--- config.mk ---
export PLATFORM = sky130hd
export DESIGN_NAME = htlp_ram
export DESIGN_NICKNAME = d
export VERILOG_FILES = /design/src/sv/hash_table_linear_probe_core_macros.svh /design/src/sv/htlp_ram.sv
export SDC_FILE = /design/constraint.sdc
export NUM_CORES = 2
export LEC_CHECK = 0
export BUFFER_PORTS_ARGS = -buffer_cell sky130_fd_sc_hd__buf_2
export CAP_MARGIN = 40
export CELL_PAD_IN_SITES_DETAIL_PLACEMENT = 0
export CELL_PAD_IN_SITES_GLOBAL_PLACEMENT = 2
export CORE_MARGIN = 2
export CORE_UTILIZATION = 48
export CTS_BUF_LIST = sky130_fd_sc_hd__clkbuf_4 sky130_fd_sc_hd__clkbuf_8
export DETAILED_ROUTE_END_ITERATION = 6
export PLACE_DENSITY_LB_ADDON = 0.05
export SYNTH_ARGS = -nofsm -noshare
export SYNTH_HDL_FRONTEND = slang
export SYNTH_SLANG_ARGS = --single-unit
--- constraint.sdc ---
create_clock -name clk -period 2.3 [get_ports clk]
set_input_delay 0.23 -clock clk [delete_from_list [all_inputs] [get_ports clk]]
set_output_delay 0.23 -clock clk [all_outputs]
set_load 0.05 [all_outputs]
--- src/sv/hash_table_linear_probe_core_macros.svh ---
// ============================================================================
// Assertion macros for the hash table core
// Concurrent checks compile away when SYNTHESIS is defined.
// ============================================================================
`ifndef HASH_TABLE_LINEAR_PROBE_CORE_MACROS_SVH
`define HASH_TABLE_LINEAR_PROBE_CORE_MACROS_SVH

`ifndef SYNTHESIS

// Check a property on every clock edge outside reset.
`define HTLP_ASSERT(lbl, clk, rst_n, prop) \
  lbl: assert property (@(posedge clk) disable iff (!rst_n) (prop)) \
    else $error("htlp assertion failed");

// Check that a condition leads to a consequence in the next cycle.
`define HTLP_ASSERT_NEXT(lbl, clk, rst_n, ante, cons) \
  lbl: assert property (@(posedge clk) disable iff (!rst_n) (ante) |=> (cons)) \
    else $error("htlp assertion failed");

`else

`define HTLP_ASSERT(lbl, clk, rst_n, prop)
`define HTLP_ASSERT_NEXT(lbl, clk, rst_n, ante, cons)

`endif

`endif

--- src/sv/htlp_ram.sv ---
// ============================================================================
// htlp_ram
// Generic simple dual-port RAM: one write port, one registered read port.
// ============================================================================
module htlp_ram #(
  parameter int WIDTH = 8,
  parameter int DEPTH = 256,
  localparam int ADDR_W = $clog2(DEPTH)
) (
  input  logic              clk,
  input  logic              wr_en,
  input  logic [ADDR_W-1:0] wr_addr,
  input  logic [WIDTH-1:0]  wr_data,
  input  logic              rd_en,
  input  logic [ADDR_W-1:0] rd_addr,
  output logic [WIDTH-1:0]  rd_data
);

  logic [WIDTH-1:0] mem_r [DEPTH];
  logic [WIDTH-1:0] rd_data_r;

  always_ff @(posedge clk) begin
    if (wr_en) begin
      mem_r[wr_addr] <= wr_data;
    end
    if (rd_en) begin
      rd_data_r <= mem_r[rd_addr];
    end
  end

  assign rd_data = rd_data_r;

endmodule

==> results.ini <==
[status]
outcome=complete, but fails checks
violations=setup timing

[yosys]
postSynthAreaPerCell_um2=21.33
synthFlopType=edfxtp_1
syn_inst=3733
ys_async_sr_fraction_pct=0
yosysMostFrequentCell=edfxtp_1
synth_area_mm2=0.07964
synth.top_cells.by_count=edfxtp_1 (2,056), mux4_2 (454), nor2_1 (282), mux2i_1 (134), a22oi_1 (133)
yosysSeqAreaShare_pct=77.53
synth_seq_cells=2056
synth-edff-count=2056
synth_top_cells_by_area=edfxtp_1 (78%), mux4_2 (13%), mux2i_1 (1.7%)
synth_warnings=0
synth_nets=3760
synthDistinctLibCells=54
synth_area_leader_cell=edfxtp_1
netlist.area_leader.share_pct=77.53

[sta]
fin_skew_ns=0.05375
timing.hold.ws_ns=0.1044
setup_viol=13
timing.fmax_ghz=0.4155
setup_slack_ns=-0.1066
slew_headroom_pct=39.27
report.final.slew_viol_count=0
tightestPinTransition_ns=0.9086
setup_tns_ns=-0.3257
rsz0062_at_grt=true
finalHoldViolCount=0
fin_crit_ns=2.407
fin_crit_sh_pct=104.6

[clocking]
clock_sinks=2056
cts_max_path_buffers=4
cts_root_buf=clkbuf_8
path_clk_slew_ns=0.06
cts_buffers=343
tritoncts=done
insertion_delay_ns=1.07
htreeDepth=5

[cells_and_area]
multiInputGateArea_mm2=0.01701
layout-drive-gt1-share_pct=37.57
fin_nets=4681
area.growth.synth_to_final_pct=19.43
final_area_mm2=0.09511
seq_area_mm2=0.06174
fill_cells=12305
utilization_pct=57.71

[detailed_routing]
via_per_inst=5.887
wl_met3_mm=15.51
drt-total-wl_mm=217.1
met2_length_mm=107.7
drt-initial-drc-count=4187
wl_met1_mm=88.76
vias=41706
drc=0
ant_nets=0
post_drt_wl_per_cell_um=30.64
highest_layer=met5
firstDrtPassIters=5

[global_routing]
grt_pass1_vias=43637
grt_max_degree=85
antenna_found_initial=13
grt_pass1_wl_mm=311.3
groute.usage.overall_pct=25.92
overflow=0

[power]
p_total_mw=77.10
ir_drop_v=0.0006443
p_per_area_mw_per_mm2=810.6
p_leak_nw=31.21

[worst_setup_path]
end_kind=flop
slowest_delay_ns=0.48
worst_setup_path_start_kind=flop
crit_type=flop to flop
worstPathArrival_ns=3.17
cp_max_fo=1
slowest_stage=mux4_2
required_ns=3.06
crit_chain=mux4_2, a22o_1, a221oi_4, o221ai_2, a211oi_2, buf_4, nor4_2

[hold_path]
holdCritPathClass=input pin to flop

[place]
dpl_cell_area_mm2=0.08795
gp_congestion=0.8392
place_hpwl_mm=143.7
io_buffer_count=34

[die]
io_pins=35
die_w_um=411.3
rows=149
fp.coreArea_mm2=0.1648
start_util_pct=48.32
design.die.area_mm2=0.1692
die_y_um=411.3

[flow_run]
cap_violations=0

sequential cells by signal, indices dropped and copies added, names as in the netlist:
name     count
mem_r     2048
rd_data      8
cell type report:
class | instances | share of cell area [%]
multi-input cells | 1442 | 17.88
clock inverters | 137 | 0.9695
flip-flops and latches | 2056 | 64.91
repair buffers | 809 | 7.529
inverters | 2 | 0.007893
clock buffers | 446 | 5.816
diodes | 3 | 0.007893
well taps | 2189 | 2.880
what timing repair did:
action | CTS | global route
setup buffers | 0 | 0
endpoints found under the setup margin | 9 | 85
resized for setup | 72 | 33
endpoints found under the hold margin | 1804 | 0
hold buffers | 19 | 0
cloned | 0 | 0
pin swaps | 20 | 5
where the power goes:
| group | leakage [nW] | switching (mW) | internal [mW] | total (mW) |
|---|---|---|---|---|
| combinational | 9.30 | 2.78 | 1.87 | 4.65 |
| clock | 3.42 | 14.0 | 17.0 | 31.1 |
| sequential | 18.5 | 0.0522 | 41.3 | 41.4 |
| total | 31.2 | 16.9 | 60.2 | 77.1 |
placed cells by master, fill, tap and decap left out, types with 11 or more instances in the layout:
cell type      netlist  layout
edfxtp_1          2056    2056
buf_4               27     667
mux4_2             454     454
clkbuf_8             0     357
nor2_1             282     267
mux2i_1            134     134
a22oi_1            133     123
clkbuf_4             0      97
a21oi_1             96      96
clkinv_1             1      80
buf_12               8      80
o221ai_1            46      41
clkinv_2             0      41
nand3_1             34      34
nand2_1             33      33
o22ai_1             28      27
nor2b_1             31      25
buf_2               31      24
dlygate4sd3_1        0      19
nor4_2               3      17
nor3_1              22      15
bufinv_16            0      13
nor2_4               0      11
a221oi_1            13      11
path summary, 6_finish.rpt:
check,start,to,slack (ns),cells past startpoint
worst max-delay path,mem_r[19][5],rd_data[5],-0.11,7
worst min-delay path,wr_addr[2],mem_r[157][3],0.10,5
worst max register to register,mem_r[19][5],rd_data[5],-0.11,7
worst min register to register,mem_r[92][7],rd_data[7],1.13,5
logic make-up (layout without fill, tap and decap cells):
kind of cell           after synthesis  after routing  share of synthesized area [%]
AO/OA/AOI/OAI                      385            385                          3.416
flip-flops                        2056           2056                          77.53
AND/OR/NAND/NOR                    466            466                          2.625
buffers and inverters              235           1394                          1.829
multiplexers                       591            591                          14.60
other                                0              3                              0
worst max-delay path: cells and delay by family (launching register included):
family                 cells  cell delay, ns
DFF                        1            0.38
AOI/OAI and AO/OA          4            0.95
and+or+nand+nor            1            0.05
muxes                      1            0.48
buffers and inverters      1            0.24
per-stage QoR:
step                      instances  worst slack (ns)
after detailed placement       6482            -1.235
after global placement         6473            -1.394
after CTS                      7081           -0.1852
after global routing           7082           -0.1795
after floorplan                3733          0.003765
final                          7084           -0.1066
metal layers:
layer  up-vias  GRT usage, %
met2      1613         42.44
met3       291         5.071
met5         -             0
met1     22209         35.74
li1      17589             -
met4         4         7.238
Note: power is estimated with default switching activity, not from simulation.
