==> src/sv/hash_table_linear_probe_core_macros.svh <==
// ============================================================================
// Assertion macros for the hash table core
// Concurrent checks compile away when SYNTHESIS is defined.
// ============================================================================
`ifndef HASH_TABLE_LINEAR_PROBE_CORE_MACROS_SVH
`define HASH_TABLE_LINEAR_PROBE_CORE_MACROS_SVH

`ifndef SYNTHESIS

// Check a property on every clock edge outside reset.
`define HTLP_ASSERT(lbl, clk, rst_n, prop) \
  lbl: assert property (@(posedge clk) disable iff (!rst_n) (prop)) \
    else $error("htlp assertion failed");

// Check that a condition leads to a consequence in the next cycle.
`define HTLP_ASSERT_NEXT(lbl, clk, rst_n, ante, cons) \
  lbl: assert property (@(posedge clk) disable iff (!rst_n) (ante) |=> (cons)) \
    else $error("htlp assertion failed");

`else

`define HTLP_ASSERT(lbl, clk, rst_n, prop)
`define HTLP_ASSERT_NEXT(lbl, clk, rst_n, ante, cons)

`endif

`endif

==> src/sv/htlp_pkg.sv <==
// ============================================================================
// htlp_pkg
// Shared types and constants of the linear-probing hash table core.
// ============================================================================
package htlp_pkg;

  // Field widths of the channels.
  localparam int KEY_PORT_W = 64;
  localparam int LEN_W      = 4;
  localparam int VALUE_W    = 32;
  localparam int STATUS_W   = 3;
  localparam int SLOT_OUT_W = 8;
  localparam int MAXE_W     = 9;
  localparam int HASH_W     = 32;

  // Configuration port.
  localparam int CFG_ADDR_W = 3;
  localparam int CFG_DATA_W = 32;
  localparam logic [MAXE_W-1:0] MAX_ENTRIES_RST = MAXE_W'(192);

  // FNV-1a, 32 bit.
  localparam logic [HASH_W-1:0] FNV_BASIS = 32'h811C_9DC5;
  localparam logic [HASH_W-1:0] FNV_PRIME = 32'h0100_0193;

  // Request types.
  localparam logic REQ_SET = 1'b0;
  localparam logic REQ_GET = 1'b1;

  // Result codes.
  localparam logic [STATUS_W-1:0] STS_INSERTED  = 3'd0;
  localparam logic [STATUS_W-1:0] STS_UPDATED   = 3'd1;
  localparam logic [STATUS_W-1:0] STS_FOUND     = 3'd2;
  localparam logic [STATUS_W-1:0] STS_NOT_FOUND = 3'd3;
  localparam logic [STATUS_W-1:0] STS_FULL      = 3'd4;

  // Hash unit to controller.
  typedef struct packed {
    logic              done;
    logic [HASH_W-1:0] hash;
  } hash_status_t;

endpackage

==> src/sv/htlp_hash.sv <==
// ============================================================================
// htlp_hash
// Byte-serial FNV-1a hash unit: one xor-multiply step per clock.
// ============================================================================
module htlp_hash import htlp_pkg::*; #(
  parameter int KEY_BYTES = 8,
  localparam int KEY_W = 8 * KEY_BYTES
) (
  input  logic               clk,
  input  logic               rst_n,
  input  logic               start,
  input  logic [KEY_W-1:0]   key,
  input  logic [LEN_W-1:0]   len,
  output hash_status_t       status
);

  logic              run_r, run_nxt;
  logic [LEN_W-1:0]  cnt_r, cnt_nxt;
  logic [LEN_W-1:0]  len_r, len_nxt;
  logic [KEY_W-1:0]  key_r, key_nxt;
  logic [HASH_W-1:0] h_r, h_nxt;
  logic [HASH_W-1:0] mix;
  logic              last;

  assign last = (cnt_r == len_r);
  assign mix  = h_r ^ {{(HASH_W-8){1'b0}}, key_r[7:0]};

  always_comb begin
    run_nxt = run_r;
    cnt_nxt = cnt_r;
    len_nxt = len_r;
    key_nxt = key_r;
    h_nxt   = h_r;
    if (start) begin
      run_nxt = 1'b1;
      cnt_nxt = '0;
      len_nxt = len;
      key_nxt = key;
      h_nxt   = FNV_BASIS;
    end else if (run_r) begin
      if (last) begin
        run_nxt = 1'b0;
      end else begin
        // fold in the next byte, then shift it out
        h_nxt   = HASH_W'(mix * FNV_PRIME);
        key_nxt = key_r >> 8;
        cnt_nxt = cnt_r + LEN_W'(1);
      end
    end
  end

  always_ff @(posedge clk) begin
    if (!rst_n) begin
      run_r <= 1'b0;
      cnt_r <= '0;
      len_r <= '0;
    end else begin
      run_r <= run_nxt;
      cnt_r <= cnt_nxt;
      len_r <= len_nxt;
    end
    key_r <= key_nxt;
    h_r   <= h_nxt;
  end

  assign status.done = run_r && last;
  assign status.hash = h_r;

endmodule

==> config.mk <==
export PLATFORM = sky130hd
export DESIGN_NAME = htlp_hash
export DESIGN_NICKNAME = d
export VERILOG_FILES = /design/src/sv/hash_table_linear_probe_core_macros.svh /design/src/sv/htlp_pkg.sv /design/src/sv/htlp_hash.sv
export SDC_FILE = /design/constraint.sdc
export NUM_CORES = 1
export LEC_CHECK = 0
export BUFFER_PORTS_ARGS = -buffer_cell sky130_fd_sc_hd__buf_2
export CAP_MARGIN = 20
export CORE_MARGIN = 2
export CORE_UTILIZATION = 25
export DETAILED_ROUTE_END_ITERATION = 8
export PLACE_DENSITY = 0.51
export SETUP_SLACK_MARGIN = 0.02
export SLEW_MARGIN = 10
export SYNTH_ARGS = -nofsm -noshare
export SYNTH_HDL_FRONTEND = slang
export SYNTH_SLANG_ARGS = --single-unit
export TNS_END_PERCENT = 1
==> constraint.sdc <==
create_clock -name clk -period 5.3 [get_ports clk]
set_clock_uncertainty 0.1 [all_clocks]
set_input_delay 0.53 -clock clk [delete_from_list [all_inputs] [get_ports clk]]
set_output_delay 0.53 -clock clk [all_outputs]
set_load 0.005 [all_outputs]
==> summary.md <==
| Metric | Value |
|---|---|
| Status | finished, final reports clean |
| Rows | 73 |
| I/O pin cnt | 104 |
| Asr flop ratio synth | 0% |
| Initial antenna violation count | 7 |
| CTS tree | built |
| Gp weighted congestion | 0.827 |
| Met3 Usage GRT | 3.20% |
| Fin crit period | 5.23 ns |
| Crit path largest cell delay | 0.49 ns |
| Hold Fails Final Rpt | 0 |
| Die X | 204 µm |
| Gr ovfl total | 0 |
| First-pass GRT wire length | 40200 µm |
| Met1 Use GR | 16.0% |
| Hpwl dp | 19900 µm |
| Die Y | 204 µm |
| Mux cell area share after synthesis | 6.70% |
| Cell area after layout | 0.0121 mm² |
| DR vias | 6901 |
| Initial DRC count | 193 |
| Clk Latency, worst-skew pair | 0.37 ns |
| WP data required | 5.44 ns |
| RR Endpoint | h_r[29]$_SDFFE_PP0P_ |
| Hold Crit Class | primary input to flip-flop |
| Routed Antenna Nets | 0 |
| H-tree depth | 3 |
| Compound-Gate Fraction of Synth Area | 7.61% |
| Layout cells sized above 1 | 27.5% |
| Relative slew slack | 35.8% |
| Worst reg2reg setup slack | 0.07 ns |
| Initial core utilization | 25.2% |
| Worst Hold Depth | 3 |
| Synth Register Bits | 105 |
| RSZ-0062 raised after global routing | yes |
| Final setup violation count | 0 |
| Max-Cap Viols | 0 |
| Syn_area_per_cell | 10.6 µm² |
| Vias/cell | 4.26 |
| Adder-cell share of the synthesized area | 37.6% |
| All-layer global routing usage | 12.5% |
| Critical path's top delay family | adder cells |
| Cell Area, Synth | 0.0100 mm² |
| DRC viols | 0 |
| Synth Area in XOR/XNOR | 4.55% |
| Worst EP arrival | 5.38 ns |
| Critical path class | flip-flop to flip-flop |
| Clock Path Buffers | 2 |
| Worst Hold End | len_r[2]$_SDFFE_PN0P_ |
| GRT busiest layer | met2 |
| M2 GR Usage | 21.3% |
| Fmax | 0.191 GHz |
| Largest family of logic cells by synthesized area | adder cells |
| Main synth FF type | edfxtp_1 |
| Final Util | 30.5% |
| Avg WL per Cell | 15.3 µm |
| Clock transition at path regs | 0.08 ns |
| Tcrit/Tclk final | 98.8% |
| Port-buffer cells | 103 |
| Die footprint | 0.0417 mm² |
| Critical-path top delay cell | fa_1 |
| Syn_nets | 1275 |
| Core area | 0.0396 mm² |
| YS warnings | 0 |
| Simple-gate share of the synthesized area | 6.61% |
| EDFF count, synth | 64 |
| TritonCTS Buffers | 9 |
| R2R depth | 19 |
| CTS Sinks | 105 |
| Reg-to-reg startpoint | key_r[3]$_DFFE_PP_ |
| Area grow syn2layout | 20.8% |
| Routed Wire Length | 24800 µm |
| Startpoint Class | flip-flop |
| Final net count | 1416 |
| First-pass DRT Iterations | 4 |
| Number of hold buffers added after cts | 0 |
| Slew Viols, Final | 0 |
| Post-route setup slack | 0.0659 ns |
| Hold wc startpoint | len[2] |
| Mapped Cells | 948 |
| Largest net degree at the start of global routing | 75 |
| Worst slack, placed | -0.191 ns |
| Post-DP Area | 0.0114 mm² |
| CP Capture Type | flip-flop |
| Maximum fanout along the worst path | 5 |
| Cell variety after synth | 61 |
| Critical-path cell list | xor2_2 -> ha_4 -> ha_4 -> fa_1 -> ha_2 -> fa_1 -> ha_1 -> inv_1 -> fa_1 -> inv_2 -> ha_4 -> a21o_1 -> o21a_4 -> a311o_4 -> a22o_1 -> a21oi_2 -> nor2_2 -> o31ai_2 -> o21ai_1 |
| Post-synthesis sequential area ratio | 27.4% |
| Worst Tran Pin Value | 0.963 ns |
| Vias in the first global route | 7431 |
| Clock Tree Root | clkbuf_16 |
| Buf/Inv on CP | 2 |
## registers in the layout, summed over array words and instances (netlist names)
register,cells
key_r,64
h_r,32
cnt_r,4
len_r,4
run_r,1
## final cells by class
| class | instances | area, µm² |
|---|---|---|
| diodes | 3 | 7.51 |
| clock buffers | 9 | 225 |
| clock inverters | 6 | 51.3 |
| fillers | 4155 | 27600 |
| inverters | 188 | 706 |
| multi-input cells | 612 | 6650 |
| flip-flops and latches | 105 | 2750 |
| well taps | 525 | 657 |
| repair buffers | 173 | 1040 |
## per-stage QoR
stage | instances | TNS (ns) | hold slack, ns
2_1_floorplan | 948 | 0 | 0.376
5_1_grt | 1620 | -0.794 | 0.327
3_3_place_gp | 1600 | -0.437 | 0.373
6_report | 1621 | 0 | 0.314
4_1_cts | 1616 | -0.0161 | 0.298
3_5_place_dp | 1600 | -0.818 | 0.384
## worst max-delay path by stage
stage | start | end | slack, ns | depth (start not counted)
after floorplan | key_r[2]$_DFFE_PP_ | h_r[31]$_SDFFE_PP1P_ | 0.03 | 20
after global placement | key_r[7]$_DFFE_PP_ | h_r[27]$_SDFFE_PP0P_ | -0.14 | 20
after detailed placement | key_r[7]$_DFFE_PP_ | h_r[27]$_SDFFE_PP0P_ | -0.19 | 20
after CTS | key_r[2]$_DFFE_PP_ | h_r[31]$_SDFFE_PP1P_ | -0.02 | 20
after global routing | key_r[7]$_DFFE_PP_ | h_r[31]$_SDFFE_PP1P_ | -0.16 | 24
final | key_r[3]$_DFFE_PP_ | h_r[29]$_SDFFE_PP0P_ | 0.07 | 19
## cells by family (layout without fill, tap and decap cells)
kind of cell               after synthesis  after routing
AOI/OAI and AO/OA                      110            110
xor gates and xnor gates                52             52
adders and majority gates              256            256
buffers and inverters                  231            376
DFF                                    105            105
muxes                                   60             60
other                                    0              3
and+or+nand+nor                        134            134
## repair_timing
action,CTS,global route
setup endpoints to repair,11,15
pin swaps,12,24
hold endpoints to repair,0,0
buffers inserted,1,2
resized for setup,17,36
## layer usage
| layer | share of wire [%] | vias up | routed length (µm) |
|---|---|---|---|
| met5 | 0.25 | - | 61 |
| met4 | 1.6 | 8 | 390 |
| met3 | 4.7 | 31 | 1160 |
| met2 | 47 | 119 | 11700 |
| met1 | 46 | 3302 | 11500 |
| li1 | - | 3441 | - |
## synth_stat cells, drive strengths merged (6+ instances only)
library cell / count / share of area [%]
edfxtp: 64 / 19
a21o: 9 / 0.68
nand3: 13 / 0.65
buf: 28 / 2.0
inv: 188 / 7.1
o21a: 6 / 0.53
a21oi: 31 / 1.6
clkbuf: 15 / 0.56
ha: 182 / 23
o21ai: 18 / 0.94
o211ai: 13 / 0.98
a211oi: 6 / 0.50
nor2: 18 / 0.68
and2: 17 / 1.1
and3: 12 / 0.75
fa: 74 / 15
or3: 6 / 0.38
mux2: 56 / 6.3
nand2: 49 / 1.8
xor2: 19 / 1.7
xnor2: 33 / 2.9
dfxtp: 41 / 8.2
## tightest hold or removal path, delay by kind of cell
family	cells	cell delay, ns
and+or+nand+nor	1	0.09
muxes	1	0.05
buffers and inverters	1	0.07
## cell usage in the layout (no fill, tap or decap), types with 4 or more instances in the layout
cell type,Yosys,layout
o21ai_1,5,5
clkbuf_16,0,9
o21a_1,5,5
fa_1,74,73
mux2i_1,4,4
o21ai_0,12,10
or3_1,6,6
nand3_1,13,13
xor2_2,0,4
and3_4,0,5
nor2_1,18,17
nand4_1,5,5
a21oi_1,30,29
a21o_1,9,9
edfxtp_1,64,64
dfxtp_1,41,39
buf_4,24,71
inv_1,188,185
ha_4,0,12
and3_1,12,7
nand2_1,49,47
xnor2_1,33,30
mux2_2,56,56
buf_2,0,102
ha_1,182,167
o211ai_1,13,13
nor2b_1,4,4
a211oi_1,5,5
xor2_1,19,14
and2_1,16,16
Power is not shown: default switching activity piles up to over one toggle a cycle in this logic, so the estimate is an artifact.
